--- src/hdl/sfec_pkg.sv ---
// Shared types, constants and the CRC byte update for the status frame encoder.
// Used by sfec_ctrl, sfec_dp and the status_frame_encoder_crc16 top level.
`timescale 1ns / 1ps

package sfec_pkg;

  // Frame layout
  localparam int unsigned FRAME_LEN   = 22;
  localparam int unsigned IDX_W       = 5;
  localparam logic [IDX_W-1:0] IDX_FIRST = '0;
  localparam logic [IDX_W-1:0] IDX_LAST  = IDX_W'(FRAME_LEN - 1);

  localparam logic [7:0] SYNC_A      = 8'hE4;
  localparam logic [7:0] SYNC_B      = 8'hEB;
  localparam logic [15:0] PAYLOAD_LEN = 16'd14;

  // Input beat: five state bytes, then the 64-bit timestamp
  localparam int unsigned EVT_W = 104;

  // CRC-16, MSB first, no reflection, no final xor
  localparam logic [15:0] CRC_POLY = 16'h1021;
  localparam logic [15:0] CRC_INIT = 16'hFFFF;

  // Configuration register indexes
  typedef enum logic [1:0] {
    REG_VERSION = 2'd0,
    REG_CLASS   = 2'd1,
    REG_ID      = 2'd2
  } reg_idx_t;

  // Controller to datapath
  typedef struct packed {
    logic             capture;  // latch a new event beat
    logic             load;     // move frame byte idx into the output register
    logic [IDX_W-1:0] idx;
  } dp_cmd_t;

  // Datapath to controller
  typedef struct packed {
    logic slot_free;  // output register empty or being drained this cycle
  } dp_stat_t;

  // One byte through the CRC, eight shift steps
  function automatic logic [15:0] crc_byte(input logic [15:0] crc, input logic [7:0] b);
    logic [15:0] c;
    c = crc ^ {b, 8'h00};
    for (int k = 0; k < 8; k++) begin
      if (c[15]) begin
        c = {c[14:0], 1'b0} ^ CRC_POLY;
      end else begin
        c = {c[14:0], 1'b0};
      end
    end
    return c;
  endfunction

endpackage

--- src/hdl/sfec_ctrl.sv ---
// Frame sequencer for the status frame encoder: input handshake and byte counter.
// Depends on sfec_pkg.
`timescale 1ns / 1ps

module sfec_ctrl (
  input  logic               clk,
  input  logic               rst_n,
  input  logic               in_tvalid,
  output logic               in_tready,
  input  sfec_pkg::dp_stat_t stat,
  output sfec_pkg::dp_cmd_t  cmd
);

  typedef enum logic {
    ST_IDLE,
    ST_SEND
  } state_t;

  state_t                     state_r, state_nxt;
  logic [sfec_pkg::IDX_W-1:0] idx_r, idx_nxt;
  logic                       load;
  logic                       accept;

  // A byte moves out whenever the output register has room
  assign load = (state_r == ST_SEND) && stat.slot_free;

  // Next event is taken while the last CRC byte is loaded
  assign in_tready = (state_r == ST_IDLE) || (load && (idx_r == sfec_pkg::IDX_LAST));
  assign accept    = in_tvalid && in_tready;

  assign cmd.capture = accept;
  assign cmd.load    = load;
  assign cmd.idx     = idx_r;

  // Next state
  always_comb begin
    state_nxt = state_r;
    idx_nxt   = idx_r;
    case (state_r)
      ST_IDLE: begin
        if (accept) begin
          state_nxt = ST_SEND;
          idx_nxt   = sfec_pkg::IDX_FIRST;
        end
      end
      ST_SEND: begin
        if (load) begin
          if (idx_r == sfec_pkg::IDX_LAST) begin
            idx_nxt   = sfec_pkg::IDX_FIRST;
            state_nxt = accept ? ST_SEND : ST_IDLE;
          end else begin
            idx_nxt = idx_r + 1'b1;
          end
        end
      end
      default: begin
        state_nxt = ST_IDLE;
        idx_nxt   = sfec_pkg::IDX_FIRST;
      end
    endcase
  end

  always_ff @(posedge clk) begin
    if (!rst_n) begin
      state_r <= ST_IDLE;
      idx_r   <= sfec_pkg::IDX_FIRST;
    end else begin
      state_r <= state_nxt;
      idx_r   <= idx_nxt;
    end
  end

endmodule

--- src/hdl/sfec_dp.sv ---
// Datapath of the status frame encoder: config registers, event latch,
// byte select, running CRC and the output register. Depends on sfec_pkg.
`timescale 1ns / 1ps

module sfec_dp (
  input  logic                         clk,
  input  logic                         rst_n,
  input  sfec_pkg::dp_cmd_t            cmd,
  output sfec_pkg::dp_stat_t           stat,
  input  logic [sfec_pkg::EVT_W-1:0]   in_tdata,
  input  logic                         cfg_valid,
  input  logic [1:0]                   cfg_index,
  input  logic [7:0]                   cfg_data,
  output logic [7:0]                   out_tdata,
  output logic                         out_tlast,
  output logic                         out_tvalid,
  input  logic                         out_tready
);

  logic [7:0]                 version_r, class_r, id_r;
  logic [sfec_pkg::EVT_W-1:0] evt_r;
  logic [15:0]                crc_r, crc_nxt;
  logic [7:0]                 byte_sel;
  logic [7:0]                 obyte_r;
  logic                       olast_r;
  logic                       ovalid_r, ovalid_nxt;
  logic [3:0]                 evt_byte;

  assign stat.slot_free = !ovalid_r || out_tready;

  // Config registers
  always_ff @(posedge clk) begin
    if (!rst_n) begin
      version_r <= 8'd0;
      class_r   <= 8'd1;
      id_r      <= 8'd1;
    end else if (cfg_valid) begin
      case (cfg_index)
        sfec_pkg::REG_VERSION: version_r <= cfg_data;
        sfec_pkg::REG_CLASS:   class_r   <= cfg_data;
        sfec_pkg::REG_ID:      id_r      <= cfg_data;
        default: ;
      endcase
    end
  end

  // Event latch
  always_ff @(posedge clk) begin
    if (cmd.capture) begin
      evt_r <= in_tdata;
    end
  end

  // Frame byte select; bytes 7..19 come straight from the event beat
  assign evt_byte = 4'(cmd.idx - 5'd7);

  always_comb begin
    case (cmd.idx)
      5'd0:    byte_sel = sfec_pkg::SYNC_A;
      5'd1:    byte_sel = sfec_pkg::SYNC_B;
      5'd2:    byte_sel = class_r;
      5'd3:    byte_sel = id_r;
      5'd4:    byte_sel = sfec_pkg::PAYLOAD_LEN[7:0];
      5'd5:    byte_sel = sfec_pkg::PAYLOAD_LEN[15:8];
      5'd6:    byte_sel = version_r;
      5'd20:   byte_sel = crc_r[15:8];
      5'd21:   byte_sel = crc_r[7:0];
      default: byte_sel = evt_r[evt_byte*8 +: 8];
    endcase
  end

  // Running CRC, restarted on the first byte of each frame
  always_comb begin
    crc_nxt = crc_r;
    if (cmd.load && (cmd.idx < 5'd20)) begin
      crc_nxt = sfec_pkg::crc_byte((cmd.idx == sfec_pkg::IDX_FIRST) ?
                                   sfec_pkg::CRC_INIT : crc_r, byte_sel);
    end
  end

  always_ff @(posedge clk) begin
    crc_r <= crc_nxt;
  end

  // Output register
  always_comb begin
    ovalid_nxt = ovalid_r;
    if (cmd.load) begin
      ovalid_nxt = 1'b1;
    end else if (out_tready) begin
      ovalid_nxt = 1'b0;
    end
  end

  always_ff @(posedge clk) begin
    if (!rst_n) begin
      ovalid_r <= 1'b0;
    end else begin
      ovalid_r <= ovalid_nxt;
    end
  end

  always_ff @(posedge clk) begin
    if (cmd.load) begin
      obyte_r <= byte_sel;
      olast_r <= (cmd.idx == sfec_pkg::IDX_LAST);
    end
  end

  assign out_tdata  = obyte_r;
  assign out_tlast  = olast_r;
  assign out_tvalid = ovalid_r;

endmodule

--- src/hdl/status_frame_encoder_crc16.sv ---
// Top level of the status frame encoder: one event beat in, 22 frame bytes out.
// Depends on sfec_pkg, sfec_ctrl and sfec_dp.
//
//   channel | direction | handshake            | payload
//   in_     | slave     | in_tvalid/in_tready  | in_tdata 104 bits (event)
//   out_    | master    | out_tvalid/out_tready| out_tdata frame byte, out_tlast
//   cfg_    | slave     | cfg_valid/cfg_ready  | cfg_index 2 bits, cfg_data 8 bits
//
// Each event goes out one frame byte at a time through the byte-wide output
// register; the next event is accepted on the cycle the last CRC byte is loaded.
// The CRC register advances one byte per cycle as bytes leave, unless out_tready stalls.
// Reset (rst_n low, synchronous) sets version 0, class 1, id 1 and empties the
// output. A stall on out_tready holds the output byte and the sequencer.
`timescale 1ns / 1ps

module status_frame_encoder_crc16 (
  input  logic                       clk,
  input  logic                       rst_n,
  // in_tdata: system, radio, sensor, storage, switch states (8 each), time_ms (64)
  input  logic                       in_tvalid,
  output logic                       in_tready,
  input  logic [sfec_pkg::EVT_W-1:0] in_tdata,
  // out_tdata: frame_byte (8)
  output logic                       out_tvalid,
  input  logic                       out_tready,
  output logic [7:0]                 out_tdata,
  output logic                       out_tlast,
  input  logic                       cfg_valid,
  output logic                       cfg_ready,
  input  logic [1:0]                 cfg_index,
  input  logic [7:0]                 cfg_data
);

  sfec_pkg::dp_cmd_t  cmd;
  sfec_pkg::dp_stat_t stat;

  assign cfg_ready = 1'b1;

  sfec_ctrl u_ctrl (
    .clk       (clk),
    .rst_n     (rst_n),
    .in_tvalid (in_tvalid),
    .in_tready (in_tready),
    .stat      (stat),
    .cmd       (cmd)
  );

  sfec_dp u_dp (
    .clk        (clk),
    .rst_n      (rst_n),
    .cmd        (cmd),
    .stat       (stat),
    .in_tdata   (in_tdata),
    .cfg_valid  (cfg_valid),
    .cfg_index  (cfg_index),
    .cfg_data   (cfg_data),
    .out_tdata  (out_tdata),
    .out_tlast  (out_tlast),
    .out_tvalid (out_tvalid),
    .out_tready (out_tready)
  );

endmodule

--- config.mk ---
export PLATFORM = sky130hd
export DESIGN_NAME = status_frame_encoder_crc16
export DESIGN_NICKNAME = d
export VERILOG_FILES = /design/src/hdl/sfec_pkg.sv /design/src/hdl/sfec_ctrl.sv /design/src/hdl/sfec_dp.sv /design/src/hdl/status_frame_encoder_crc16.sv
export SDC_FILE = /design/constraint.sdc
export NUM_CORES = 1
export LEC_CHECK = 0
export ABC_AREA = 1
export BUFFER_PORTS_ARGS = -buffer_cell sky130_fd_sc_hd__buf_2
export CAP_MARGIN = 20
export CORE_MARGIN = 1.5
export CORE_UTILIZATION = 35
export DETAILED_ROUTE_END_ITERATION = 16
export GPL_TIMING_DRIVEN = 0
export PLACE_DENSITY_LB_ADDON = 0.3
export SLEW_MARGIN = 20
export SYNTH_ARGS = -nofsm -noshare
export SYNTH_HDL_FRONTEND = slang
export SYNTH_HIERARCHICAL = 1
export SYNTH_SLANG_ARGS = --single-unit
--- constraint.sdc ---
create_clock -name clk -period 4.3 [get_ports clk]
set_input_delay 0.215 -clock clk [delete_from_list [all_inputs] [get_ports clk]]
set_output_delay 0.215 -clock clk [all_outputs]
set_load 0.05 [all_outputs]
==> metrics.txt <==
Ys Warns 6; HPWL after detailed placement 13.5 mm; setup violators final 0; Tmin final about 3.8 ns; pin count of the biggest net entering global routing roughly 110; CP Max Fanout 11; share of cells above drive strength 1 about a fifth; initial antenna violation count 0; Async S/R FF share, synth 0%; latest clock arrival within the worst-skew pair 0.43 ns; Final Hold Viols 0; critical path depth 19; Worst Path Required approximately 4.5 ns; core area approximately 21000 um2; total area of sequential cells about 4500 um2; Worst setup EP type flip-flop; Placer Congestion 0.810; Synth Cell Area roughly 7500 um2; top cell type's share of synthesized area 51.4%; Post-synth top cells nand2_1 (279), edfxtp_1 (129), nand3_1 (128), inv_1 (86), nor2_1 (62); diode count 0; initial core utilization between 30% and 40%; Top cell by count, worst path nand2_1; Via density between 4 and 5; H-tree Lvls 4; worst slew pin tran 0.975 ns; PostCTS Resize Cnt 0; NumNets Final 1218; clock buffer depth 2; drt wl/cell 14.7 um; clk sinks 160; CP top delay family buffers and inverters; syn avg cell area 8.98 um2; RSZ-0062 raised after global routing no; Clk pin slew, worst setup/hold paths 0.07 ns; # rows 53; CP max-delay cell dfxtp_1; number of DRC markers in iteration 0 360; Slew Viols, Final 0; Congestion Overflow GR 0; Cells after DPL 1245; vias in the first global route 6164; Leak 4.42 nW; Reg2Reg Setup Slack 0.51 ns; Syn Inst Count 840; period utilization 88.2%; CP Buf/Inv Count 7; Worst setup startpoint u_ctrl/idx_r[0]$_SDFFE_PN0P_; CTS Buf Count 17; min setup slack post-route 0.506 ns; clock skew about 0.013 ns; Post-synth EDFFs 129; Yosys cell types 32; Arrival @ worst endpoint around 4.0 ns; Worst slew margin 35.0%; Peak Freq 264 MHz; DIE WIDTH 150 um; area of the multi-input gates approximately 2600 um2; DR vias 6390; R2R depth 19; Net Count, Synth 965; peak supply drop between 200 and 300 uV; DR pass1 iterations 5; CTS root buffer clkbuf_16; Setup CP Type flip-flop to flip-flop; non-filler cells, final 1381; Die Footprint about 22000 um2; first-pass GRT wire length 31.9 mm; Seq/Total Area, Yosys 59.6%; PwrDens about 390 nW/um2; Port-buffer cells 129; Util after Layout about half; CTS tree done; DRC Markers 0; CP max stage delay 0.50 ns; ANT nets after route 0; outcome completed; Worst R2R Start u_ctrl/idx_r[0]$_SDFFE_PN0P_; Hold WC Path Type primary input to flip-flop; Synth area leaders edfxtp_1 (51%), nand2_1 (14%), nand3_1 (8.5%); FILL cells 2002; count leader, synth nand2_1; I/O Pins approximately 130; Synth Register Bits 160; final setup TNS 0 ns; pre-CTS WS 0.545 ns; area grow syn2layout 34.3%; crit path launch type flip-flop; CP endpoint u_dp/crc_r[6]$_DFFE_PP_; Routed WL ~20 mm; Tot GR Track Use 19.0%; cell accounting for the most synthesized area edfxtp_1; R2R Path End u_dp/crc_r[6]$_DFFE_PP_; Vert. Die Dim ~150 um; ys flop type edfxtp_1; max cap viols 0; CP Cell Sequence buf_2 > inv_2 > buf_4 > buf_2 > ha_1 > buf_2 > inv_1 > buf_1 > nand2_1 > nand3_1 > nand3_1 > nand2_1 > nand2_1 > nand2_1 > nand2_2 > nand2_1 > nand2_1 > nand3_1 > nand2_1
## metrics by stage
| stage | area, um2 | power (mW) | hold WS (ns) |
|---|---|---|---|
| final | 10100 | 3.93 | 0.0477 |
| after global placement | 8530 | 2.46 | 0.393 |
| after global routing | 10100 | 4.12 | 0.0391 |
| after floorplan | 7540 | 2.27 | 0.314 |
| after CTS | 10100 | 3.95 | 0.0335 |
| after detailed placement | 8550 | 2.48 | 0.393 |
## layer usage
metal	share of wire, %	GRT usage, %	up-vias
met5	0	0	-
met4	1.3	6.27	0
met3	5.8	4.73	17
met2	48	31.6	194
met1	44	24.0	2932
li1	-	-	3247
## what timing repair did
action                     CTS  global route
hold buffers               104             0
setup buffers                0             0
setup endpoints to repair    0             0
hold endpoints to repair   104             0
## worst min path at each step
stage,from,endpoint,cells past startpoint
final,cfg_data[7],u_dp/class_r[7]$_SDFFE_PN0P_,3
after global routing,cfg_data[5],u_dp/version_r[5]$_SDFFE_PN0P_,3
after CTS,cfg_data[5],u_dp/id_r[5]$_SDFFE_PN0P_,3
after detailed placement,in_tdata[53],u_dp/evt_r[53]$_DFFE_PP_,1
after global placement,in_tdata[38],u_dp/evt_r[38]$_DFFE_PP_,1
after floorplan,in_tdata[0],u_dp/evt_r[0]$_DFFE_PP_,0
## sequential cells by signal, indices dropped and copies added (netlist names)
register         flops
u_dp/evt_r         104
u_dp/out_tvalid      1
u_dp/class_r         8
u_dp/out_tlast       1
u_dp/out_tdata       8
u_ctrl/idx_r         5
u_dp/version_r       8
u_ctrl/state_r       1
u_dp/id_r            8
u_dp/crc_r          16
## layout by cell type (no fill, tap or decap), drive strengths merged
cell type,instances
edfxtp,129
inv,98
nand4,3
clkbuf,24
xor2,4
nor3b,1
clkinvlp,2
and2,1
clkinv,7
xnor2,1
nand3,133
nor2,73
a21oi,20
conb,1
nand3b,1
dfxtp,31
nor3,3
buf,150
nand2,295
o211a,1
o21ai,18
dlygate4sd3,104
ha,6
## worst min-delay path, delay by kind of cell
kind                   cells  cell delay [ns]
buffers and inverters      1             0.10
and+or+nand+nor            2             0.12
## power by group
part | leakage (nW) | switching, mW | internal, mW | total, mW
combinational | 2.68 | 0.418 | 0.253 | 0.672
sequential | 1.48 | 0.0392 | 1.81 | 1.85
clock | 0.258 | 0.665 | 0.750 | 1.41
total | 4.42 | 1.12 | 2.81 | 3.93
## cell type report
class | instances | share of cell area, %
flip-flops and latches | 160 | 44.4
plain buffers | 25 | 1.42
well taps | 275 | 3.40
inverters | 94 | 3.48
clock inverters | 13 | 1.01
clock buffers | 19 | 4.27
multi-input cells | 561 | 25.3
repair buffers | 234 | 16.8
## cell families (layout without fill, tap and decap cells)
logic type	count (synthesis)	in the layout	synth area share, %
xor+xnor	5	5	0.780
buf+inv	119	385	6.54
simple gates	510	510	29.4
fa+ha+maj	6	6	0.995
compound gates	39	39	2.70
flops	160	160	59.6
other cells	1	1	0.0497
No activity file was read; power rests on OpenSTA's default activity.
